$ cat src/rtl/rmt_ram.sv
// Generic single-write, single-read RAM with registered read data.
module rmt_ram #(
  parameter int WIDTH = 16,
  parameter int DEPTH = 256,
  localparam int AW = (DEPTH > 1) ? $clog2(DEPTH) : 1
) (
  input  logic             clk,
  input  logic             we,
  input  logic [AW-1:0]    waddr,
  input  logic [WIDTH-1:0] wdata,
  input  logic [AW-1:0]    raddr,
  output logic [WIDTH-1:0] rdata
);

  logic [WIDTH-1:0] mem [DEPTH];

  always_ff @(posedge clk) begin
    if (we) begin
      mem[waddr] <= wdata;
    end
    rdata <= mem[raddr];
  end

endmodule

$ cat config.mk
export PLATFORM = sky130hd
export DESIGN_NAME = rmt_ram
export DESIGN_NICKNAME = d
export VERILOG_FILES = /design/src/rtl/rmt_ram.sv
export SDC_FILE = /design/constraint.sdc
export NUM_CORES = 2
export LEC_CHECK = 0
export ABC_CLOCK_PERIOD_IN_PS = 3500
export BUFFER_PORTS_ARGS = -buffer_cell sky130_fd_sc_hd__buf_2
export CAP_MARGIN = 25
export CORE_ASPECT_RATIO = 0.8
export CORE_MARGIN = 10
export CORE_UTILIZATION = 50
export DETAILED_ROUTE_END_ITERATION = 6
export PLACE_DENSITY = 0.65
export SYNTH_ARGS = -nofsm -noshare
export SYNTH_HDL_FRONTEND = slang
export SYNTH_SLANG_ARGS = --single-unit
$ cat constraint.sdc
create_clock -name clk -period 3.5 [get_ports clk]
set_input_delay 0.875 -clock clk [delete_from_list [all_inputs] [get_ports clk]]
set_output_delay 0.875 -clock clk [all_outputs]
set_load 0.005 [all_outputs]
=== Word-level counts from Yosys, hierarchy flattened ===
Memory sizes are Yosys's and may differ from the RTL's. A register that Yosys moved wholly into a read port is not among the register bits.
Index checks and enable logic that the tools add are counted.

* Flip-flop bits (word level): 0
* Bits in writable memories: 4,096
* Output and inout bits: 16
* Logic and storage cells: 3
* Memories: 1

* Multiplexer cells: 2

{| class="wikitable"
|+ Memories
! memory !! depth !! width !! rd ports !! clocked after memory_dff !! write ports !! line !! source
|-
| mem || 256 || 16 || 1 || 1 || 1 || 15 || <nowiki>logic [WIDTH-1:0] mem [DEPTH];</nowiki>
|}

{| class="wikitable"
|+ Operator list
! kind !! count
|-
| 2-to-1 mux 1 bit || 2
|}

=== Longest topological paths before layout ===
* Word-level depth: 2
* Depth in mapped cells: 12
* Gate-level depth less buffers: 6

=== Least setup slack after synthesis ===
OpenSTA, ideal clock, no wires.

* Kind: input to register
* Start point: input port waddr[3]
* End point: memory mem[235][0] (enable)
* Arrival: 2.652 ns
* Path slack: 0.460 ns
* Cell stages on the path: 6
* Buffers on the path: 3
* Cell sequence: clkbuf_1 > nor2b_1 > clkbuf_1 > nand4_1 > clkbuf_1 > nor2_1

{| class="wikitable"
|+ RTL lines
! what !! line !! source
|-
| start, declared || 9 || <nowiki>input logic [AW-1:0] waddr,</nowiki>
|-
| end, declared || 15 ||
|}

No word-level cell before the write port.

==> impl_metrics.json <==
{
  "syn_nets": 7394,
  "ys.flop_type": "edfxtp_1",
  "vdd_drop_max_uv": 478.7,
  "finalSetupViolCount": 0,
  "die_w_um": 649.9,
  "synth_edf_count": 4096,
  "fmax_ghz": 0.2892,
  "topRoutingLayerUsed": "met5",
  "final_nets": 8331,
  "worstPathMaxFanout": 32,
  "slew_headroom_pct": 10.78,
  "grt_max_degree": 154,
  "synthMuxAreaShare_pct": 15.50,
  "cp.required_ns": 4.32,
  "cts_setup_buffers": 0,
  "row_count": 184,
  "tritoncts": "built",
  "p_clk_share_pct": 40.2,
  "critPathLaunch": "raddr[1]",
  "critical-path-slowest-cell": "nor3_1",
  "synth-xor-area-share_pct": 0,
  "leakage_nw": 58.98,
  "met3_length_um": 52050,
  "netSwitchingFraction_pct": 21.41,
  "io_buffers": 49,
  "hold_viol_final": 0,
  "power.share.combinational_pct": 5.7,
  "p_int_mw": 78.88,
  "dieArea_um2": 340500,
  "cpPeakStageDelay_ns": 0.97,
  "crit_path_cell_trace": "buf_8 > or2_4 > buf_4 > buf_4 > o221ai_1 > a21oi_1 > nor3_1 > o32ai_2 > buf_4 > nor4_2",
  "cts_buffers": 389,
  "ios": 50,
  "stdcell_count": 12798,
  "ys_warn_count": 0,
  "synth_compound_area_share_pct": 3.537,
  "wl_per_cell_um": 33.48,
  "fin_crit_sh_pct": 98.78,
  "grt_use_total_pct": 24.69,
  "end_kind": "flop",
  "dr_wl_met2_um": 192300,
  "worst_slack_ns": 0.04267,
  "power_density_nw_per_um2": 549.3,
  "critPathArrivalTime_ns": 4.27,
  "critical_path_class": "in -> reg",
  "dp.cells": 12091,
  "worstReg2RegStart": "mem[60][8]",
  "max_slew.worst_pin.slew_ns": 1.338,
  "root_buffer": "clkbuf_16",
  "ys_async_sr_fraction_pct": 0,
  "switching_power_mw": 21.49,
  "gp_congestion": 0.9379,
  "yosysSeqAreaShare_pct": 77.70,
  "cp_common_cell": "buf_4",
  "synth_simple_gate_area_share_pct": 1.574,
  "min_path_type": "in -> reg",
  "drt_iter0_markers": 11261,
  "synth-adder-area-share_pct": 0,
  "rsz0062_at_grt": "false",
  "worstSetupStartpointType": "input pin",
  "viasPerCell": 6.388,
  "synth_top_family_by_area": "multiplexers",
  "drt_first_pass_iters": 6,
  "antenna_found_initial": 27,
  "clk_path_buf_depth": 4,
  "cts.sinks": 4112,
  "cts-htree-levels": 5,
  "syn_area_um2": 158700,
  "synthDistinctLibCells": 52,
  "min_from": "wdata[7]",
  "wirelength_um": 428400,
  "finalCriticalPeriod_ns": 3.457,
  "overflow": 0,
  "sequentialPowerShare_pct": 54.2,
  "layout-drive-gt1-share_pct": 29.06,
  "final_core_util_pct": 57.98,
  "wl_met1_um": 170900,
  "grt_pass1_wl_um": 608400,
  "synth-seq-cells": 4112,
  "dr_total_vias": 81757,
  "rrSetupSlack_ns": 0.42,
  "start_util_pct": 50.36,
  "grt_pass1_vias": 80415,
  "cts.reportedPaths.clkPinSlew_ns": 0.06,
  "fin_skew_ns": 0.03489,
  "area_growth_pct": 15.13,
  "cap_violations": 0,
  "die_h_um": 523.9,
  "synth_cells": 7360,
  "tns_ns": 0,
  "preCtsSetupSlack_ns": -0.8062,
  "drc": 0,
  "finalMaxSlewViolations": 0,
  "avgSynthCellArea_um2": 21.56,
  "postRouteAntennaNets": 0,
  "status": "complete, no violations",
  "worstSkewPairLatency_ns": 0.92,
  "post-dp-hpwl_um": 267300,
  "core_um2": 315200,
  "nFillCells": 22446
}
cells in the mapped netlist (9+ instances only):
cell	instances	area (µm²)
a211oi_1	18	135.1
a21oi_1	175	875.8
a221oi_1	28	245.2
a22o_1	32	280.3
a22oi_1	43	322.8
and3_1	11	68.82
buf_1	27	101.4
buf_2	76	380.4
buf_4	26	195.2
buf_6	77	867.1
buf_8	11	165.2
clkbuf_1	230	863.3
dfxtp_1	16	320.3
edfxtp_1	4096	123000
mux2_2	88	991.0
mux2i_1	565	5655
mux4_2	797	17950
nand2_1	38	142.6
nand3_1	35	175.2
nand4_1	26	162.7
nor2_1	304	1141
nor2b_1	9	56.30
nor3_1	92	460.4
nor4_1	17	106.4
o21ai_0	37	185.2
o221ai_1	252	2207
o22ai_1	148	925.9
o31ai_1	16	120.1
o32ai_1	20	175.2
worst max-delay path, delay by kind of cell:
kind	cells	cell delay [ns]
and+or+nand+nor	3	1.58
AOI/OAI and AO/OA	3	0.90
buffers and inverters	4	0.88
routing by layer:
layer / vias to the layer above / GRT usage (%)
met5: - / 0
met4: 6 / 6.945
met3: 700 / 7.278
met2: 4570 / 36.77
met1: 43291 / 35.82
li1: 33190 / -
final timing paths:
path,cells past startpoint,to
max reg2reg,6,rdata[8]
min reg2reg,6,rdata[2]
max,10,rdata[4]
min,1,mem[109][7]
power by group through the flow:
stage / Combinational [mW] / Sequential [mW] / Clock (mW)
after floorplan: 2.68 / 55.4 / 0
after global placement: 5.53 / 55.4 / 0
after detailed placement: 5.61 / 55.4 / 0
after CTS: 5.63 / 54.4 / 40.7
after global routing: 5.92 / 54.3 / 42.7
final: 5.68 / 54.4 / 40.3
area by class of cell:
cell class              count  area, µm²  share of cell area (%)
flip-flops and latches   4112     123300                   67.49
inverters                   4      27.53                 0.01506
well taps                4185       5236                   2.866
clock inverters           213       1749                  0.9573
clock buffers             476      10180                   5.570
repair buffers            998       9206                   5.038
diodes                     18      45.04                 0.02465
multi-input cells        2792      32960                   18.04
layout by cell type, fill, tap and decap left out, types with 6 or more instances in the layout:
cell / count
mux4_2: 797
nor3_1: 90
buf_2: 30
clkinv_1: 86
nand2_1: 38
clkinv_2: 73
clkinvlp_4: 13
o221ai_1: 252
buf_12: 132
mux2_2: 88
nand3_2: 10
nand4_1: 26
inv_6: 10
a211oi_1: 18
a22o_1: 32
clkbuf_16: 394
a31oi_1: 6
nor2b_1: 9
a21oi_1: 175
o21ai_0: 37
dfxtp_1: 16
nand3_1: 25
o32ai_1: 20
diode_2: 18
bufinv_16: 25
o31ai_1: 16
buf_8: 17
nor2_2: 63
buf_4: 817
nor4_1: 17
and3_1: 11
o22ai_1: 148
a221oi_1: 28
nor2_1: 241
clkbuf_1: 81
a2111oi_0: 6
mux2i_1: 565
a22oi_1: 40
edfxtp_1: 4096
through the flow:
stage / cell area [µm²] / hold slack, ns / total power [mW]
final: 182700 / 0.1881 / 100.4
after floorplan: 158700 / 0.8538 / 58.04
after CTS: 182700 / 0.1410 / 100.7
after global routing: 182700 / 0.1708 / 103.0
after detailed placement: 170700 / 1.051 / 61.03
after global placement: 170700 / 1.032 / 60.95
sequential cells by signal, indices dropped and copies added (netlist names):
signal  count
mem      4096
rdata      16
timing repair:
| item | in CTS | in global routing |
|---|---|---|
| hold buffers | 0 | 0 |
| setup endpoints to repair | 0 | 3 |
| resized for setup | 0 | 4 |
logic make-up after synthesis:
logic type | count (synthesis)
simple gates | 556
mux | 1450
buf+inv | 456
flops | 4112
compound gates | 786
Power figures use the tool's default switching activity.
