<file path="src/rtl/rmt_pkg.sv">
// Shared types and constants for the running mode tracker.
package rmt_pkg;

  localparam int NUM_BINS_DEF   = 256;
  localparam int COUNT_BITS_DEF = 16;
  localparam int VALUE_W        = 8;
  localparam int TIE_W          = 9;
  localparam int OUT_DEPTH      = 4;

  localparam logic [VALUE_W-1:0] MAX_VALUE_RST = 8'd255;
  localparam logic [TIE_W-1:0]   TIE_MAX       = 9'd511;
  localparam logic [TIE_W-1:0]   TIE_ONE       = 9'd1;

  typedef struct packed {
    logic [VALUE_W-1:0] mode_value;
    logic [TIE_W-1:0]   tie_count;
    logic               range_error;
  } result_t;

  typedef struct packed {
    logic busy;     // an item sits in the update stage
    logic last;     // that item will push a result
  } core_status_t;

endpackage

</file>
<file path="src/rtl/rmt_if.sv">


interface rmt_out_if;
  logic       valid;
  logic       ready;
  logic [7:0] mode_value;
  logic [8:0] tie_count;
  logic       range_error;

  modport source (output valid, output mode_value, output tie_count, output range_error,
                  input ready);
  modport sink   (input valid, input mode_value, input tie_count, input range_error,
                  output ready);
endinterface

</file>
<file path="src/rtl/rmt_fifo.sv">
// Small register FIFO that holds results until the consumer takes them.
module rmt_fifo #(
  parameter int DEPTH = rmt_pkg::OUT_DEPTH,
  localparam int PW = $clog2(DEPTH),
  localparam int CW = $clog2(DEPTH + 1)
) (
  input  logic                 clk,
  input  logic                 rst,
  input  logic                 push,
  input  rmt_pkg::result_t     push_data,
  output logic [CW-1:0]        fill,
  rmt_out_if.source            result
);

  rmt_pkg::result_t entries [DEPTH];
  logic [PW-1:0]    wptr;
  logic [PW-1:0]    rptr;
  logic             pop;

  assign pop                = result.valid && result.ready;
  assign result.valid       = (fill != '0);
  assign result.mode_value  = entries[rptr].mode_value;
  assign result.tie_count   = entries[rptr].tie_count;
  assign result.range_error = entries[rptr].range_error;

  always_ff @(posedge clk) begin
    if (rst) begin
      wptr <= '0;
      rptr <= '0;
      fill <= '0;
    end else begin
      if (push) begin
        wptr <= (wptr == PW'(DEPTH - 1)) ? '0 : wptr + PW'(1);
      end
      if (pop) begin
        rptr <= (rptr == PW'(DEPTH - 1)) ? '0 : rptr + PW'(1);
      end
      fill <= fill + CW'(push) - CW'(pop);
    end
  end

  always_ff @(posedge clk) begin
    if (push) begin
      entries[wptr] <= push_data;
    end
  end

endmodule

</file>
<file path="src/flat_wrapper.sv">
// flat-port wrapper written by rule: the top's interface ports become plain ports
module rmt_fifo_flat 
#(
  parameter int DEPTH = rmt_pkg::OUT_DEPTH,
  localparam int PW = $clog2(DEPTH),
  localparam int CW = $clog2(DEPTH + 1)
)
  (clk, rst, push, push_data, fill, result_valid, result_mode_value, result_tie_count, result_range_error, result_ready);
  rmt_out_if result_i ();
  input  logic clk;
  input  logic rst;
  input  logic push;
  input  rmt_pkg::result_t push_data;
  output logic [CW-1:0] fill;
  output wire logic [$bits(result_i.valid)-1:0] result_valid;
  output wire logic [$bits(result_i.mode_value)-1:0] result_mode_value;
  output wire logic [$bits(result_i.tie_count)-1:0] result_tie_count;
  output wire logic [$bits(result_i.range_error)-1:0] result_range_error;
  input wire logic [$bits(result_i.ready)-1:0] result_ready;
  assign result_valid = result_i.valid;
  assign result_mode_value = result_i.mode_value;
  assign result_tie_count = result_i.tie_count;
  assign result_range_error = result_i.range_error;
  assign result_i.ready = result_ready;
  rmt_fifo #(.DEPTH(DEPTH)) u_core (.clk(clk), .rst(rst), .push(push), .push_data(push_data), .fill(fill), .result(result_i));
endmodule
</file>
<file path="config.mk">
export PLATFORM = sky130hd
export DESIGN_NAME = rmt_fifo_flat
export DESIGN_NICKNAME = d
export VERILOG_FILES = /design/src/rtl/rmt_pkg.sv /design/src/rtl/rmt_if.sv /design/src/rtl/rmt_fifo.sv /design/src/flat_wrapper.sv
export SDC_FILE = /design/constraint.sdc
export NUM_CORES = 1
export LEC_CHECK = 0
export BUFFER_PORTS_ARGS = -buffer_cell sky130_fd_sc_hd__buf_2
export CAP_MARGIN = 20
export CORE_ASPECT_RATIO = 0.9
export CORE_UTILIZATION = 56
export DETAILED_ROUTE_END_ITERATION = 12
export PLACE_DENSITY_LB_ADDON = 0.25
export SLEW_MARGIN = 25
export SYNTH_ARGS = -nofsm -noshare
export SYNTH_HDL_FRONTEND = slang
export SYNTH_SLANG_ARGS = --single-unit
</file>
<file path="constraint.sdc">
create_clock -name clk -period 2.2 [get_ports clk]
set_input_delay 0.44 -clock clk [delete_from_list [all_inputs] [get_ports clk]]
set_output_delay 0.44 -clock clk [all_outputs]
set_load 0.02 [all_outputs]
</file>
-- After elaboration in Yosys (flattened, before gate mapping)
Memory sizes are Yosys's and may differ from the RTL's. A register that Yosys moved wholly into a read port is not among the register bits.
Cells that the tools add are included.
- memories kept: 1
- bits in writable memories: 72
- bits of input ports: 22
- word-level logic and storage cells: 18
- flip-flop bits (word level): 7
- output and inout bits: 22
- equality and inequality tests: 2
- reductions and logical operators: 2
- muxes and demuxes: 6
- add/subtract/negate cells: 4
- memories (memory ; depth ; width ; read ports ; clocked after memory_dff ; write ports ; RTL line ; RTL):
    u_core.entries ; 4 ; 18 ; 1 ; 1 ; 1 ; rmt_fifo.sv:15 ; rmt_pkg::result_t entries [DEPTH];
- operators with widths (operator ; count):
    $mux W2 ; 4
    $add A2 B1 Y2 const B ; 2
    $eq A2 B2 Y1 const B ; 2
    $add A3 B1 Y3 ; 1
    $reduce_bool A3 Y1 ; 1
    $sub A3 B1 Y3 ; 1
    $mux W1 ; 2
    $logic_and A1 B1 Y1 ; 1

-- Longest topological paths before layout
- depth in word-level cells: 4
- mapped depth: 8
- gate-level depth less buffers: 8

-- Worst setup path after synthesis
No wires, ideal clock.
- path type: flip-flop to flip-flop
- from: register u_core.fill[1]
- to: register u_core.fill[2]
- setup time: 0.125 ns
- clock period less this slack: 1.949 ns
- required time: 2.075 ns
- arrival time: 1.825 ns
- path buffers: 0
- path slack: 0.251 ns
- cell stages (with the launch flop): 9
- path through: dfxtp_1 o31a_1 ha_1 inv_1 ha_1 inv_1 fa_1 xnor3_1 nor2_1
- cells in the longest elaborated chain, start to end: 3
- elaborated cells between the ends (all ways): 4
- classes of those cells: add/sub: 2; reduce/logical: 2
- ends and longest elaborated chain (element ; RTL line ; RTL):
    start: declaration ; rmt_fifo.sv:11 ; output logic [CW-1:0] fill,
    start signal: assignment ; rmt_fifo.sv:38 ; fill <= fill + CW'(push) - CW'(pop);
    parallel branches: the longest is 2 deep, another holds $add A3 B1 Y3 ; -- ;
    $sub A3 B1 Y3 * ; rmt_fifo.sv:38 ;
Every way passes the cells marked *.
A chain may end at the register's enable or synchronous reset.

==> results.md <==
Global routing:
- The first global-routing pass estimated 7.431 mm of wire.
- The largest net degree at the start of global routing is 19.
- The number of antenna violations at the first check in global routing is 0.
- The number of global-route vias before repair is 1556.
- The overall overflow remaining after global route is 0.
- Global routing used 18.95% of the available tracks.

Die:
- The floorplan step defined a core boundary enclosing 5286 um^2.
- The chip width is 80.48 um.
- The starting density of the core is 58.72%.
- Row generation in the floorplan step produced 25 rows.
- The die is 72.63 um tall.
- For this design the top-level I/O count stands at 44.
- The die area is 5845 um^2.

Synth:
- The number of warnings reported in the yosys synthesis log is 0.
- The synthesized netlist occupies a cell area of 3104 um^2.
- The net count after synthesis is 168.
- Synthesis produced 138 cells.
- The register bit count reported by yosys is 81.
- After synthesis, the mean cell area works out to 22.49 um^2.
- The number of different library cells used by synthesis comes to 23.
- After synthesis, the cell types taking the most area are sky130_fd_sc_hd__edfxtp_1 (70%), sky130_fd_sc_hd__mux4_2 (7.3%), sky130_fd_sc_hd__mux4_1 (6.8%), sky130_fd_sc_hd__dfxtp_1 (5.8%), sky130_fd_sc_hd__ha_1 (2.8%).
- Sequential cells were found to cover 75.45% of the synthesized design area.
- Of all cell types, the one taking the most synthesized area is sky130_fd_sc_hd__edfxtp_1.
- The portion of synthesized cell area occupied by the leading cell type is 69.65%.

Clock network:
- The post-CTS setup buffer count is 0.
- The cell at the root of the clock tree is sky130_fd_sc_hd__clkbuf_8.
- The H-tree generated during clock tree synthesis spans 3 levels.
- The deepest clock path buffer count is 2.
- Hold repair after CTS inserted 0 buffers.
- The CTS buffer count is 9.
- Gates resized during post-CTS repair numbered 0.
- For this design, the sink count on the clock tree is 81.
- The clock insertion delay at the later pin of the skew report is 0.35 ns.
- The clock tree from TritonCTS is built.
- The register clock-pin slew on the reported worst setup and hold paths is 0.08 ns.

Placement:
- The number of instances in the placed design is 253.
- Routability-driven placement finished with a final weighted congestion of 0.6732.
- Buffers placed on the I/O ports in this run total 43.
- Detailed placement finished with a half-perimeter wire length of 3.193 mm.

Detailed routing:
- In the routed design, unresolved DRC markers number 0.
- For this block, the initial DRC count from the detailed router was 66.
- For this block, the routed nets add up to 4.850 mm of wire.
- The number of vias per cell is 5.446.
- The routed wire length per instance is 18.03 um.
- The number of nets with antenna violations after detailed routing is 0.
- The routed layout has 1465 vias.
- The first detailed-routing pass took 4 iterations.

Cells and area:
- The net count of the finished layout is 227.
- The post-layout instance count excluding filler cells is 269.
- The library cells used most frequently in the layout, excluding fill and tap cells, are sky130_fd_sc_hd__edfxtp_1 (72), sky130_fd_sc_hd__buf_2 (43), sky130_fd_sc_hd__mux4_2 (10).
- The layout overhead on the synthesized area is 19.31%.
- In the final layout, the share of cells above drive strength 1 is 39.60%.
- The most frequent standard cell in the layout excluding fill and tap cells is sky130_fd_sc_hd__edfxtp_1.
- The number of antenna diodes is 0.

Setup path:
- Among all stages on the critical path, the largest delay is contributed by sky130_fd_sc_hd__mux4_1.
- The launching point of the worst reg2reg path is u_core.fill[1].
- On the worst path, the slowest cell contributes a delay of 0.59 ns.
- The critical path crosses 3 cells after its start point.
- The worst register-to-register path has a depth of 8.
- The worst setup path is of the reg -> out kind.
- The kind of cell adding the most delay to the critical path is multiplexers.
- The worst register-to-register path ends at u_core.fill[2].
- The critical path goes through buf_12, mux4_1, buf_2.
- STA classifies the critical path endpoint as an output pin.
- The largest fanout on the critical path is 18.
- The critical path capture point is result_tie_count[5].
- The category of the worst setup path launch point is a register.
- The critical path data arrival time is 1.67 ns.
- In this run the register-to-register setup slack is 0.21 ns.
- For the worst setup path, the data required time is 1.76 ns.
- The critical path contains buffers and inverters numbering 2 combined.

Outcome:
- The flow ran to the end, and the final reports show no timing, DRC or antenna violations.

STA:
- The final hold violation count came to 0.
- Across the routed clock network, the largest skew measured is 0.004880 ns.
- The post-route clock period utilization is 95.92%.
- The max-slew violation count was 0.
- The final-report setup violation count is 0.
- Adding up every negative setup slack in the final design gives 0 ns.
- The highest clock frequency the design can meet is 473.9 MHz.
- Setup repair after global routing left no endpoint under its margin.
- At the pin with the least slew margin, the transition time is 0.2564 ns.
- In this run the tightest slew margin relative to its limit is 82.91%.
- The final critical-path required period is 2.110 ns.

Power and ir drop:
- In this run the static leakage power is 1.361 nW.
- Power comes to 4.072 mW.
- The power density over cell area is 1099 nW/um^2.
- The maximum vdd ir drop is 0.6406 mV.

Hold path:
- The worst hold path belongs to the class in -> reg.

Job:
- The number of max-cap violations is 0.
==> synthesized netlist by cell type <==
cell type                  instances
sky130_fd_sc_hd__buf_2             2
sky130_fd_sc_hd__nand2b_1          3
sky130_fd_sc_hd__and2_1            4
sky130_fd_sc_hd__nor2b_1           2
sky130_fd_sc_hd__buf_6             1
sky130_fd_sc_hd__inv_1             5
sky130_fd_sc_hd__edfxtp_1         72
sky130_fd_sc_hd__mux2_2            1
sky130_fd_sc_hd__fa_1              1
sky130_fd_sc_hd__buf_12            1
sky130_fd_sc_hd__nor2_1            3
sky130_fd_sc_hd__or3b_2            1
sky130_fd_sc_hd__xnor3_1           1
sky130_fd_sc_hd__mux2i_1           2
sky130_fd_sc_hd__mux4_2           10
sky130_fd_sc_hd__dfxtp_1           9
sky130_fd_sc_hd__a21oi_1           1
sky130_fd_sc_hd__clkbuf_1          1
sky130_fd_sc_hd__nor3_1            1
sky130_fd_sc_hd__ha_1              7
sky130_fd_sc_hd__o31a_1            1
sky130_fd_sc_hd__mux4_1            8
sky130_fd_sc_hd__or3_1             1
==> final cells by class <==
cell class                      count  area [um^2]
Timing Repair Buffer               53        302.8
Fill cell                         323         1583
Sequential cell                    81         2342
Tap cell                           67        83.83
Clock inverter                      6        130.1
Multi-Input combinational cell     47        698.2
Clock buffer                       10        127.6
Inverter                            5        18.77
==> flip-flops by register name (all words and copies together), names as in the netlist, named ones only <==
register / flops
u_core.entries: 72
u_core.fill: 3
u_core.rptr: 2
u_core.wptr: 2
==> per-layer routing <==
layer | global-route usage [%] | wire [um]
met5 | 0 | 0
met4 | 10.91 | 119
met3 | 6.125 | 214
met2 | 32.30 | 2567
met1 | 20.93 | 1949
==> worst min path at each step <==
| stage | depth (start not counted) | to | from | slack [ns] |
|---|---|---|---|---|
| 6_report | 1 | u_core.entries[3][15] | push_data[15] | 0.31 |
| 5_1_grt | 1 | u_core.entries[1][17] | push_data[17] | 0.29 |
| 4_1_cts | 1 | u_core.entries[3][15] | push_data[15] | 0.29 |
| 3_5_place_dp | 2 | register | u_core.rptr[1] | 0.51 |
| 3_3_place_gp | 2 | u_core.rptr[1] | u_core.rptr[1] | 0.50 |
| 2_1_floorplan | 2 | register | u_core.rptr[1] | 0.47 |
==> power by group <==
group	internal [mW]	switching, mW
registers	1.77	0.0562
logic	0.420	0.470
clock network	0.865	0.485
total	3.06	1.01
==> metrics by stage <==
stage / utilization, % / hold slack (ns) / setup WS, ns / area (um^2)
after global routing: 70.06 / 0.2877 / 0.01700 / 3704
after CTS: 70.06 / 0.2871 / 0.05315 / 3704
final: 70.06 / 0.3055 / 0.08973 / 3704
after detailed placement: 65.18 / 0.5111 / 0.1947 / 3446
after floorplan: - / 0.4682 / 0.2505 / 3104
after global placement: 65.18 / 0.4952 / 0.3281 / 3446
==> cells by family (layout without fill, tap and decap cells) <==
| kind of cell | count (synthesis) | after routing | share of synthesized area [%] |
|---|---|---|---|
| xor+xnor | 1 | 1 | 0.7255 |
| fa+ha+maj | 8 | 8 | 3.466 |
| mux | 21 | 21 | 15.03 |
| simple gates | 15 | 15 | 2.821 |
| compound gates | 2 | 2 | 0.4433 |
| buf+inv | 10 | 74 | 2.056 |
| flops | 81 | 81 | 75.45 |
(Power assumes the default switching activity.)
