**src/rtl/rmt_pkg.sv**
```systemverilog
// Shared types and constants for the running mode tracker.
package rmt_pkg;

  localparam int NUM_BINS_DEF   = 256;
  localparam int COUNT_BITS_DEF = 16;
  localparam int VALUE_W        = 8;
  localparam int TIE_W          = 9;
  localparam int OUT_DEPTH      = 4;

  localparam logic [VALUE_W-1:0] MAX_VALUE_RST = 8'd255;
  localparam logic [TIE_W-1:0]   TIE_MAX       = 9'd511;
  localparam logic [TIE_W-1:0]   TIE_ONE       = 9'd1;

  typedef struct packed {
    logic [VALUE_W-1:0] mode_value;
    logic [TIE_W-1:0]   tie_count;
    logic               range_error;
  } result_t;

  typedef struct packed {
    logic busy;     // an item sits in the update stage
    logic last;     // that item will push a result
  } core_status_t;

endpackage

```
**src/rtl/rmt_core.sv**
```systemverilog
// Histogram read-modify-write stage with forwarding and mode tracking.
module rmt_core #(
  parameter int NUM_BINS   = rmt_pkg::NUM_BINS_DEF,
  parameter int COUNT_BITS = rmt_pkg::COUNT_BITS_DEF,
  localparam int AW = $clog2(NUM_BINS)
) (
  input  logic                          clk,
  input  logic                          rst,
  input  logic                          in_fire,
  input  logic [rmt_pkg::VALUE_W-1:0]   in_value,
  input  logic                          in_first,
  input  logic                          in_last,
  input  logic [rmt_pkg::VALUE_W-1:0]   max_value,
  output logic [AW-1:0]                 ram_raddr,
  input  logic [COUNT_BITS-1:0]         ram_rdata,
  output logic                          ram_we,
  output logic [AW-1:0]                 ram_waddr,
  output logic [COUNT_BITS-1:0]         ram_wdata,
  output logic                          push,
  output rmt_pkg::result_t              push_data,
  output rmt_pkg::core_status_t         status
);

  localparam logic [COUNT_BITS-1:0] COUNT_MAX = '1;

  // update stage
  logic                          s1_valid;
  logic [rmt_pkg::VALUE_W-1:0]   s1_value;
  logic                          s1_first;
  logic                          s1_last;
  logic                          s1_ok;

  // last write, for an item read in the same cycle it was written
  logic                          fwd_valid;
  logic [AW-1:0]                 fwd_addr;
  logic [COUNT_BITS-1:0]         fwd_data;

  logic [NUM_BINS-1:0]           bin_valid;

  logic [rmt_pkg::VALUE_W-1:0]   mode_reg;
  logic [COUNT_BITS-1:0]         mode_freq;
  logic [rmt_pkg::TIE_W-1:0]     tie_reg;
  logic                          error_seen;

  logic [AW-1:0]                 idx;
  logic [rmt_pkg::VALUE_W-1:0]   cur_mode;
  logic [COUNT_BITS-1:0]         cur_freq;
  logic [rmt_pkg::TIE_W-1:0]     cur_tie;
  logic                          cur_err;
  logic [COUNT_BITS-1:0]         base;
  logic [COUNT_BITS-1:0]         cnt1;
  logic                          bump;
  logic [rmt_pkg::VALUE_W-1:0]   mode_next;
  logic [COUNT_BITS-1:0]         freq_next;
  logic [rmt_pkg::TIE_W-1:0]     tie_next;
  logic                          err_next;
  logic [NUM_BINS-1:0]           set_mask;

  assign ram_raddr = AW'(in_value);

  always_comb begin
    idx      = AW'(s1_value);
    cur_mode = s1_first ? '0 : mode_reg;
    cur_freq = s1_first ? '0 : mode_freq;
    cur_tie  = s1_first ? rmt_pkg::TIE_ONE : tie_reg;
    cur_err  = s1_first ? 1'b0 : error_seen;

    // a first item sees an empty histogram
    priority if (s1_first) begin
      base = '0;
    end else if (fwd_valid && (fwd_addr == idx)) begin
      base = fwd_data;
    end else if (bin_valid[idx]) begin
      base = ram_rdata;
    end else begin
      base = '0;
    end

    bump = s1_valid && s1_ok && (base != COUNT_MAX);
    cnt1 = base + COUNT_BITS'(1);

    mode_next = cur_mode;
    freq_next = cur_freq;
    tie_next  = cur_tie;
    if (bump) begin
      if ((s1_value == cur_mode) || (cnt1 > cur_freq)) begin
        mode_next = s1_value;
        freq_next = cnt1;
        tie_next  = rmt_pkg::TIE_ONE;
      end else if ((cnt1 == cur_freq) && (cur_tie != rmt_pkg::TIE_MAX)) begin
        tie_next  = cur_tie + rmt_pkg::TIE_ONE;
      end
    end
    err_next = cur_err | (s1_valid && !s1_ok);
    set_mask = bump ? (NUM_BINS'(1) << idx) : '0;
  end

  assign ram_we    = bump;
  assign ram_waddr = idx;
  assign ram_wdata = cnt1;

  assign push                  = s1_valid && s1_last;
  assign push_data.mode_value  = mode_next;
  assign push_data.tie_count   = tie_next;
  assign push_data.range_error = err_next;

  assign status.busy = s1_valid;
  assign status.last = s1_valid && s1_last;

  always_ff @(posedge clk) begin
    if (rst) begin
      s1_valid   <= 1'b0;
      fwd_valid  <= 1'b0;
      bin_valid  <= '0;
      mode_reg   <= '0;
      mode_freq  <= '0;
      tie_reg    <= rmt_pkg::TIE_ONE;
      error_seen <= 1'b0;
    end else begin
      s1_valid  <= in_fire;
      fwd_valid <= bump;
      if (s1_valid) begin
        bin_valid  <= (s1_first ? '0 : bin_valid) | set_mask;
        mode_reg   <= mode_next;
        mode_freq  <= freq_next;
        tie_reg    <= tie_next;
        error_seen <= err_next;
      end
    end
  end

  always_ff @(posedge clk) begin
    if (in_fire) begin
      s1_value <= in_value;
      s1_first <= in_first;
      s1_last  <= in_last;
      s1_ok    <= (in_value <= max_value) && (32'(in_value) < 32'(NUM_BINS));
    end
    fwd_addr <= idx;
    fwd_data <= cnt1;
  end

endmodule

```
**config.mk**
```make
export PLATFORM = sky130hd
export DESIGN_NAME = rmt_core
export DESIGN_NICKNAME = d
export VERILOG_FILES = /design/src/rtl/rmt_pkg.sv /design/src/rtl/rmt_core.sv
export SDC_FILE = /design/constraint.sdc
export NUM_CORES = 1
export LEC_CHECK = 0
export BUFFER_PORTS_ARGS = -buffer_cell sky130_fd_sc_hd__buf_2
export CAP_MARGIN = 15
export CORE_ASPECT_RATIO = 2
export CORE_MARGIN = 2
export CORE_UTILIZATION = 61
export CTS_CLUSTER_DIAMETER = 150
export DETAILED_ROUTE_END_ITERATION = 8
export HOLD_SLACK_MARGIN = 0.08
export PLACE_DENSITY_LB_ADDON = 0.12
export SLEW_MARGIN = 0
export SYNTH_ARGS = -nofsm -noshare
export SYNTH_HDL_FRONTEND = slang
export SYNTH_SLANG_ARGS = --single-unit
```
**constraint.sdc**
```tcl
create_clock -name clk -period 11.7 [get_ports clk]
set_input_delay 2.34 -clock clk [delete_from_list [all_inputs] [get_ports clk]]
set_output_delay 2.34 -clock clk [all_outputs]
set_load 0.01 [all_outputs]
```
Word-level counts from Yosys, hierarchy flattened

Index checks and enable logic that the tools add are counted.

Bits in registers: 327
Bits of input ports: 37
Memory bits (writable): 0
Word-level logic and storage cells: 52
Output and inout bits: 54
Memories: 0
ROM bits: 0
Bits in latches: 0

Add/subtract/negate cells: 2
Bitwise gates (word level): 2
Muxes and demuxes: 18
Equality and inequality tests: 5
Divide/modulo/power cells: 0
Reduce and logical (&&, ||, !) cells: 8
$mul: 0
Order comparisons: 3
Shift-type cells: 1

Operators with widths:

| cell                                                                         | number |
|---|---|
| 256-bit 2-to-1 mux                                                           | 2 |
| 256-bit OR                                                                   | 1 |
| 1-bit by 8-bit left shift with 256-bit output, first input constant          | 1 |
| 16-bit 2-to-1 mux                                                            | 6 |
| 9-bit 2-to-1 mux                                                             | 4 |
| 8-bit 2-to-1 mux                                                             | 3 |
| 16-bit by 1-bit adder with 16-bit output, second input constant              | 1 |
| 16-bit equality test                                                         | 1 |
| 8-bit equality test                                                          | 2 |
| 16-bit greater-than comparator                                               | 1 |
| 16-bit != test, second input constant                                        | 1 |
| 9-bit by 1-bit adder with 9-bit output, second input constant                | 1 |
| 8-bit by 9-bit less-than comparator with 1-bit output, second input constant | 1 |
| 9-bit != test, second input constant                                         | 1 |
| 1-bit binary-select mux with 8-bit select                                    | 1 |
| 8-bit <= comparator                                                          | 1 |
| 1-bit logical AND                                                            | 6 |
| 1-bit 2-to-1 mux                                                             | 2 |
| 1-bit logical NOT                                                            | 1 |
| 1-bit logical OR                                                             | 1 |
| 1-bit OR                                                                     | 1 |

Logic depth before layout (Yosys ltp)

Gate-level depths: netlist of the first run.

Word-level depth: 11
Gate-level depth with buffers: 34
Depth with buffers taken out: 28

Worst setup path before layout of the first run

OpenSTA, ideal clock, no wires.

Path type: input to output
From: input ram_rdata[0]
To: output push_data[10] in the netlist's numbering
Required time: 9.360 ns
Path buffers: 1
Setup slack: 2.978 ns
Arrival time: 6.382 ns
Cell stages on the path: 21
Path through: inv_1 o21a_1 nor2_1 ha_1 nor4b_2 nand4bb_1 a221oi_2 nand2_1 a221oi_2 nand3_1 xor2_1 ha_1 nand4_1 nor2_1 nand2_1 o21ai_0 a21o_1 a21oi_1 nand2_1 clkbuf_1 o21ai_0

RTL lines:

| item               | line           | text |
|---|---|---|
| start: declaration | rmt_core.sv:15 | `input logic [COUNT_BITS-1:0] ram_rdata,` |
| end: declaration   | rmt_core.sv:20 | `output rmt_pkg::result_t push_data,` |

==> results of run 1 <==
power breakdown:
group	switching, µW	total [µW]	internal (µW)
logic	176	259	83.3
clock network	422	966	543
registers	20.6	1150	1130
synth_stat cells, types with 3 or more instances:
cell type	count
o21ai_0	46
nor4_1	3
buf_6	3
mux2i_1	66
nor3_1	15
dfxtp_1	316
a31oi_1	10
xnor2_1	16
a22o_1	27
a21o_1	6
buf_1	7
and3_1	11
o32ai_1	7
xor2_1	13
o21ai_1	242
nand3_2	3
a22oi_1	20
mux4_2	35
buf_2	34
o211ai_1	8
nand2_1	399
o21a_1	10
buf_4	24
nor2b_1	15
inv_1	32
nor4b_1	4
ha_1	27
nand4_1	22
nand3_1	38
clkbuf_1	56
nand2b_1	5
and2_1	6
edfxtp_1	11
a21oi_1	34
nor2_1	47
worst max-delay path by stage:
stage	slack, ps	to	start
global placement	1800	push_data[16]	ram_waddr[3]
finish	780	push_data[13]	ram_waddr[3]
global route	200	push_data[13]	ram_waddr[3]
floorplan	2980	push_data[10]	ram_rdata[0]
CTS	970	push_data[14]	ram_waddr[3]
detailed placement	1580	push_data[14]	ram_waddr[3]
cell usage in the layout (no fill, tap or decap), drive strengths merged, types with 23 or more instances in the layout:
master and n:
a21oi 34, a22o 27, buf 115, clkbuf 45
dfxtp 316, ha 27, inv 34, mux2i 66
mux4 35, nand2 399, nand3 42, nand4 23
nor2 47, o21ai 289
layer usage:
layer | GRT usage, % | vias to the layer above | share of wire [%]
met5 | 0 | - | 0
met4 | 24.4 | 0 | 7.9
met3 | 4.13 | 169 | 4.6
met2 | 61.7 | 434 | 53
met1 | 35.4 | 5950 | 35
li1 | - | 5927 | -
kinds of logic (layout without fill, tap and decap cells):
group           Yosys count  in the layout  synth area share, %
xor+xnor                 29             29                 1.73
mux                     103            103                 10.0
flops                   327            327                 45.4
simple gates            585            585                 17.5
fa+ha+maj                27             27                 2.30
buf+inv                 158            202                 5.10
compound gates          444            444                 17.9
worst register-to-register path: cells and delay by family (launching register included):
| family | cells | cell delay, ps |
|---|---|---|
| compound gates | 15 | 3360 |
| xor+xnor | 1 | 210 |
| fa+ha+maj | 2 | 560 |
| buf+inv | 2 | 820 |
| flops | 1 | 820 |
| simple gates | 8 | 2820 |
per-stage QoR:
step	hold WS (ps)	area, µm²	setup WS [ps]	util, %
floorplan	420	14700	2980	-
global placement	431	15100	1800	63.6
detailed placement	440	15100	1580	63.6
CTS	449	16100	966	67.7
global route	459	16100	195	67.7
finish	445	16100	782	67.7
final cells by class:
type | count | area (µm²)
Timing Repair Buffer | 115 | 679
Tap cell | 287 | 359
Clock buffer | 45 | 886
Sequential cell | 327 | 6660
Inverter | 34 | 128
Clock inverter | 8 | 78.8
Multi-Input combinational cell | 1188 | 7270
Fill cell | 2038 | 7660
==> flow_summary.yaml, run 1 <==
sta:
  fin_crit_ps: 10920
  fmax_mhz: 91.6
  relSlewSlack_pct: 20.3
  setup_viol: 0
  min_period_over_period_pct: 93.3
  worstMarginPinSlew_ps: 1200
  grt_setup_unrepaired: "no"
  maxSlewViolCount: 0
  finClkSkew_ps: 12.6
  setup_tns_ps: 0
  hold_viol: 0
synthesis:
  yosysTopAreaCellShare_pct: 43.1
  ys_warn_count: 0
  synthArstFlopShare_pct: 0
  ys_seq_area_share_pct: 45.4
  synth.area.top_cells: "dfxtp_1, nand2_1, o21ai_1, mux4_2, mux2i_1"
  syn_nets: 1737
  yosys.cell_types.count: 78
  avgSynthCellArea_um2: 8.77
  synth-main-ff-cell: "dfxtp_1"
  synth_seq_cells: 327
  syn_inst: 1673
  syn_area_um2: 14700
  synth_edf_count: 11
  yosys.area.top_type: "dfxtp_1"
cells_and_area:
  largest_register_ffs: 256
  layoutNonFillerInstCount: 2004
  drive_above_1_share_pct: 12.8
  largestRegisters: "bin_valid: 256 flops, fwd_data: 16 flops, mode_freq: 16 flops"
  regMostFlops: "bin_valid"
  nNetsFinal: 1759
  diodes: 0
  syn_to_final_growth_pct: 9.52
placed_design:
  place_hpwl_mm: 29.9
  io_buffers: 90
  gpl.final_weighted_congestion: 0.977
  post-place-cells: 1951
worst_setup_path:
  rr_startpoint: "ram_waddr[3]"
  cp.required_ps: 9360
  worst-path-buf-inv: 3
  crit_fanout: 19
  start_kind: "flop"
  crit_slowest_cell: "edfxtp_1"
  worstPathArrival_ps: 8580
  crit_path_max_incr_delay_ps: 820
  crit_type: "reg2out"
  worstRegToRegCells: 28
  crit-reg2reg-capture: "mode_freq[14]"
  crit_path_end_kind: "output port"
  path_delay_family: "simple AND/OR/NAND/NOR gates"
  path_depth: 28
  regToRegSetupSlack_ps: 3070
detailed_routing:
  post_drt_via_cell_ratio: 6.23
  drc: 0
  drtAntennaViolNets: 0
  drtPass1Iterations: 8
  vias: 12500
  drt-wirelength-per-cell_um: 21.5
  drt-total-wl_mm: 43.1
  drt_iter0_markers: 995
global_routing:
  grt_use_total_pct: 34.0
  grt_pass1_wl_mm: 67.5
  gr-total-overflow: 0
  antenna_found_initial: 0
  grt_pass1_vias: 12500
  grt_max_degree: 257
cts:
  ctsHoldBuffers: 0
  clock_latency_ps: 560
  postCtsSetupRepairBufs: 0
  cts_tree: "done"
  cts.clk_slew.worst_paths_ps: 60
  cts_root_buf: "clkbuf_16"
  cts_sinks: 327
  htreeDepth: 1
  clock_path_buffers: 3
  ctsResizeCount: 0
  cts_buffers: 29
pwr:
  p_leak_uw: 0.00585
  ir_drop_v: 0.000163
  total_power_uw: 2380
  powerDensity_nw_per_um2: 148
worst_hold_path:
  min-delay-start: "bin_valid[242]"
  hold_path.class: "reg2reg"
  hold_depth: 2
  min_to: "bin_valid[242]"
die:
  start_util_pct: 61.8
  dieArea_um2: 25400
  die_x_um: 114
  fp.dieH_um: 223
  row_count: 80
  io_pins: 91
  core_area_um2: 23700
outcome:
  outcome: "complete, no violations"
job:
  max_cap_viol_count: 0
No activity file was read; power rests on OpenSTA's default activity.
==> inputs of run 2 (changes only) <==
Settings changed: RECOVER_POWER set to 100.
==> run 2 against run 1 <==
Effect of this change: sequential cell count is the same; clock-buffer cell count unchanged; via count grew 0.47%; largest cell class unchanged; maximum frequency rose by 0.35%; power shrank 0.17%; clock power hardly changed; sequential share of layout area grew 0.35 points; combinational power decreased by 2%; the flow now finishes with violations (capacitance limit, slew limit); critical path type unchanged; non-clock buffer count unchanged.
==> flow_summary.yaml, run 2 (synthesized netlist as in run 1, its figures left out) <==
cells_and_area:
  fillerInstances: 2074
  fin_util_pct: 67.1
  syn_to_final_growth_pct: 8.62
  nNetsFinal: 1759
  layoutNonFillerInstCount: 2004
  final_cell_mix: "nand2_1, dfxtp_1, o21ai_0"
  diodes: 0
  final_common_cell: "nand2_1"
  largest_register_ffs: 256
  regMostFlops: "bin_valid"
  drive_above_1_share_pct: 8.85
  largestRegisters: "bin_valid: 256 flops, fwd_data: 16 flops, mode_freq: 16 flops"
worst_setup_path:
  start_kind: "flop"
  crit_path_end_kind: "output port"
  crit_path_max_incr_delay_ps: 740
  crit_slowest_cell: "clkbuf_1"
  crit_type: "reg2out"
  cpMostUsedCell: "o21ai_0"
  crit_fanout: 19
  worstPathArrival_ps: 8540
  cp.required_ps: 9360
placed_design:
  io_buffers: 90
  place_hpwl_mm: 29.9
  post-place-cells: 1951
  gpl.final_weighted_congestion: 0.977
global_routing:
  antenna_found_initial: 0
  use_met3_pct: 4.13
  grt_pass1_wl_mm: 67.5
  grt_pass1_vias: 12500
  top_usage_layer: "met2"
  grtUsageMet2_pct: 61.7
  grt_use_total_pct: 34.0
  grt_max_degree: 257
  grt_use_met1_pct: 35.4
  gr-total-overflow: 0
detailed_routing:
  post_drt_via_cell_ratio: 6.26
  drt_iter0_markers: 1120
  drtAntennaViolNets: 0
  drc: 0
  drtPass1Iterations: 6
  vias: 12500
  drt-total-wl_mm: 43.4
  drt-wirelength-per-cell_um: 21.7
cts:
  postCtsSetupRepairBufs: 0
  cts_sinks: 327
  clock_latency_ps: 560
  clock_path_buffers: 3
  cts_tree: "done"
  cts_root_buf: "clkbuf_16"
  ctsResizeCount: 0
  htreeDepth: 1
  ctsHoldBuffers: 0
  cts.clk_slew.worst_paths_ps: 70
  cts_buffers: 29
sta:
  worstMarginPinSlew_ps: 2950
  setup_tns_ps: 0
  hold_viol: 0
  fin_crit_ps: 10880
  maxSlewViolCount: 284
  relSlewSlack_pct: -96.8
  setup_viol: 0
  finClkSkew_ps: 10.9
  grt_setup_unrepaired: "no"
  min_period_over_period_pct: 93.0
  fmax_mhz: 91.9
die:
  start_util_pct: 61.8
  row_count: 80
  core_area_um2: 23700
  fp.dieH_um: 223
  dieArea_um2: 25400
  io_pins: 91
  die_x_um: 114
outcome:
  outcome: "complete, but fails checks"
  violations: "capacitance limit, slew limit"
pwr:
  p_leak_uw: 0.00575
  total_power_uw: 2370
  powerDensity_nw_per_um2: 149
  ir_drop_v: 0.000161
job:
  max_cap_viol_count: 5
worst_hold_path:
  hold_path.class: "reg2reg"
## run 2: changes by cell type in the layout (fill, tap and decap cells not counted), moves of 3 or more
cell      before  now
buf_4         21   14
buf_2         90   33
and2_0         1    4
o21ai_0       46  283
o21ai_1      242    5
and2_1         6    3
clkbuf_1       6   70
## run 2: where the power goes
part           switching [µW]  internal [µW]
Clock                     425            543
Sequential               20.7           1130
Combinational             174           78.7
## run 2: final timing paths
path | from | end | slack (ps) | cells after the start
max reg2reg | ram_waddr[0] | mode_freq[14] | 2270 | 29
min reg2reg | bin_valid[242] | bin_valid[242] | 450 | 2
min | bin_valid[242] | bin_valid[242] | 450 | 2
max | ram_waddr[0] | push_data[13] | 820 | 29
## run 2: area by class of cell
class	instances	area (µm²)	area share, %
repair buffers	115	582	3.65
inverters	34	128	0.801
flip-flops and latches	327	6660	41.8
well taps	287	359	2.25
clock inverters	8	78.8	0.495
multi-input cells	1188	7240	45.4
clock buffers	45	886	5.56
## run 2: worst max-delay path, delay by kind of cell, from the launching register on
kind,cells,cell delay [ps]
adders and majority gates,2,590
xor gates and xnor gates,1,200
DFF,1,690
and+or+nand+nor,9,2250
buffers and inverters,3,1140
muxes,1,410
AOI/OAI and AO/OA,13,2660
## run 2: through the flow
stage	worst slack (ps)	area (µm²)	hold slack [ps]
after global routing	131	15900	470
after floorplan	2980	14700	420
after CTS	966	16100	449
after global placement	1800	15100	431
after detailed placement	1580	15100	440
final	820	15900	450
## run 2: per-layer routing
metal,wire length (µm),vias up
met5,0,-
met4,3430,0
met3,2140,174
met2,22700,473
met1,15100,5971
li1,-,5921
==> inputs of run 3 (changes only) <==
Settings changed: ABC_AREA set to 1.
==> run 3 against run 2 <==
Effect of this change: the flow still finishes with violations (capacitance limit, slew limit); synthesized cell count up 43%; critical path type unchanged; design area up 15%; first-iteration DRC count up 94%; final cell count up 35%; die area up 20%; setup slack better by 300 ps; core utilization down 3.4 points; clock-buffer cell count down 5; sequential share of layout area down 5.3 points.
==> flow_summary.yaml, run 3 <==
outcome:
  outcome: "complete, but fails checks"
  violations: "capacitance limit, slew limit"
worst_setup_path:
  startpoint: "ram_waddr[1]"
  worstRegToRegCells: 21
  crit_slowest_cell: "inv_1"
  worstPathArrival_ps: 8240
  crit_path_max_incr_delay_ps: 830
  cpMostUsedCell: "nand2_1"
  cp.required_ps: 9360
  start_kind: "flop"
  rr_startpoint: "ram_waddr[2]"
  crit_fanout: 31
  crit_path_end_kind: "output port"
  crit_type: "reg2out"
die:
  core_area_um2: 28600
  dieArea_um2: 30400
  row_count: 88
  die_x_um: 124
  start_util_pct: 61.7
  io_pins: 91
  fp.dieH_um: 245
detailed_routing:
  drt_iter0_markers: 2177
  drt-total-wl_mm: 54.2
  drtAntennaViolNets: 0
  post_drt_via_cell_ratio: 6.38
  vias: 17200
  drt-wirelength-per-cell_um: 20.1
  drtPass1Iterations: 6
  drc: 0
pwr:
  total_power_uw: 2530
  ir_drop_v: 0.000132
  powerDensity_nw_per_um2: 138
  p_leak_uw: 0.00689
cts:
  htreeDepth: 1
  clock_path_buffers: 3
  ctsResizeCount: 0
  cts.clk_slew.worst_paths_ps: 70
  cts_buffers: 30
  cts_sinks: 327
  clock_latency_ps: 590
  cts_tree: "done"
  cts_root_buf: "clkbuf_16"
  ctsHoldBuffers: 0
  postCtsSetupRepairBufs: 0
sta:
  whs_ps: 468
  worstMarginPinSlew_ps: 2960
  finClkSkew_ps: 26.2
  hold_viol: 0
  fin_crit_ps: 10580
  min_period_over_period_pct: 90.4
  fmax_mhz: 94.5
  maxSlewViolCount: 481
  grt_setup_unrepaired: "no"
  relSlewSlack_pct: -97.6
  setup_tns_ps: 0
  setup_viol: 0
synthesis:
  synth_fa_ha_area_share_pct: 1.91
  ys_seq_area_share_pct: 37.7
  yosys.area.top_type: "dfxtp_1"
  synth_commonest_cells: "nand2_1, nand3_1, dfxtp_1"
  avgSynthCellArea_um2: 7.38
  synth_edf_count: 11
  syn_area_um2: 17700
  syn_inst: 2392
  synth_seq_cells: 327
  synth_top_family_by_area: "simple AND/OR/NAND/NOR gates"
  ys_warn_count: 0
  yosysTopAreaCellShare_pct: 35.8
  synthArstFlopShare_pct: 0
  synth-xor-area-share_pct: 1.34
  synth-compound-area-share_pct: 17.0
  synth.area.top_cells: "dfxtp_1, nand3_1, nand2_1, o31ai_1, o31ai_2"
  yosys.cell_types.count: 43
  synth_simple_gate_area_share_pct: 32.0
  syn_nets: 2456
  synth.most_common_cell: "nand2_1"
  muxShareOfSynthArea_pct: 0
  synth-main-ff-cell: "dfxtp_1"
worst_hold_path:
  hold_depth: 2
  min-delay-start: "mode_freq[14]"
  hold_path.class: "reg2reg"
global_routing:
  antenna_found_initial: 0
  gr-total-overflow: 0
  grt_max_degree: 161
  grt_use_total_pct: 34.2
  grt_pass1_wl_mm: 86.8
  grt_pass1_vias: 16100
cells_and_area:
  final_cell_mix: "nand2_1, nand3_1, dfxtp_1"
  drive_above_1_share_pct: 6.97
  fillerInstances: 2753
  diodes: 0
  largest_register_ffs: 256
  stdcell_area_um2: 18300
  syn_to_final_growth_pct: 3.36
  regMostFlops: "bin_valid"
  largestRegisters: "bin_valid: 256 flops, fwd_data: 16 flops, mode_freq: 16 flops"
  layoutNonFillerInstCount: 2698
  nNetsFinal: 2379
  final_common_cell: "nand2_1"
placed_design:
  dpl_cell_area_um2: 17600
  place_hpwl_mm: 32.6
  io_buffers: 90
  gpl.final_weighted_congestion: 0.924
  post-place-cells: 2640
job:
  max_cap_viol_count: 9
[run 3: cell count changes after synthesis, moves of 35 or more]
| cell | change |
|---|---|
| clkbuf_1 | +89 |
| inv_1 | +97 |
| mux2i_1 | -66 |
| mux4_2 | -35 |
| nand2_1 | +130 |
| nand3_1 | +394 |
| nand4_1 | +100 |
| nor2_1 | +83 |
| o21ai_1 | -225 |
| o31ai_1 | +170 |
| o31ai_2 | +80 |
[run 3: area by class of cell]
class	instances	area (µm²)	share of cell area, %
well taps	360	450	2.47
multi-input cells	1684	8920	48.9
inverters	140	537	2.94
clock buffers	40	870	4.76
flip-flops and latches	327	6660	36.5
clock inverters	15	153	0.836
repair buffers	132	669	3.67
[run 3: through the flow]
stage	setup slack, ps	utilization [%]
2_1_floorplan	4190	-
3_3_place_gp	2420	61.6
3_5_place_dp	2230	61.6
4_1_cts	1580	65.2
5_1_grt	440	63.8
6_report	1120	63.8
[run 3: report_power, final]
part	internal [µW]	switching (µW)	total, µW
clock network	586	455	1040
registers	1140	9.17	1150
logic	73.2	266	339
[run 3: worst max-delay path, delay by kind of cell, from the launching register on]
| kind | cells | cell delay (ps) |
|---|---|---|
| DFF | 1 | 800 |
| and+or+nand+nor | 20 | 3940 |
| AOI/OAI and AO/OA | 3 | 730 |
| adders and majority gates | 2 | 450 |
| buffers and inverters | 3 | 1370 |
| xor gates and xnor gates | 1 | 370 |
[run 3: worst paths after layout]
kind                    end  slack (ps)
max           push_data[14]        1120
min           mode_freq[14]         470
max reg2reg  bin_valid[146]        1650
min reg2reg   mode_freq[14]         470
[run 3: kinds of logic after synthesis]
family,Yosys count
flops,327
buf+inv,381
xor+xnor,27
simple gates,1250
compound gates,380
fa+ha+maj,27
[run 3: metal layers]
metal | track usage (%) | vias up | part of all wire, %
li1 | - | 8139 | -
met1 | 46.3 | 8013 | 40
met2 | 54.2 | 895 | 46
met3 | 4.88 | 179 | 8.9
met4 | 15.8 | 0 | 4.3
met5 | 0 | - | 0
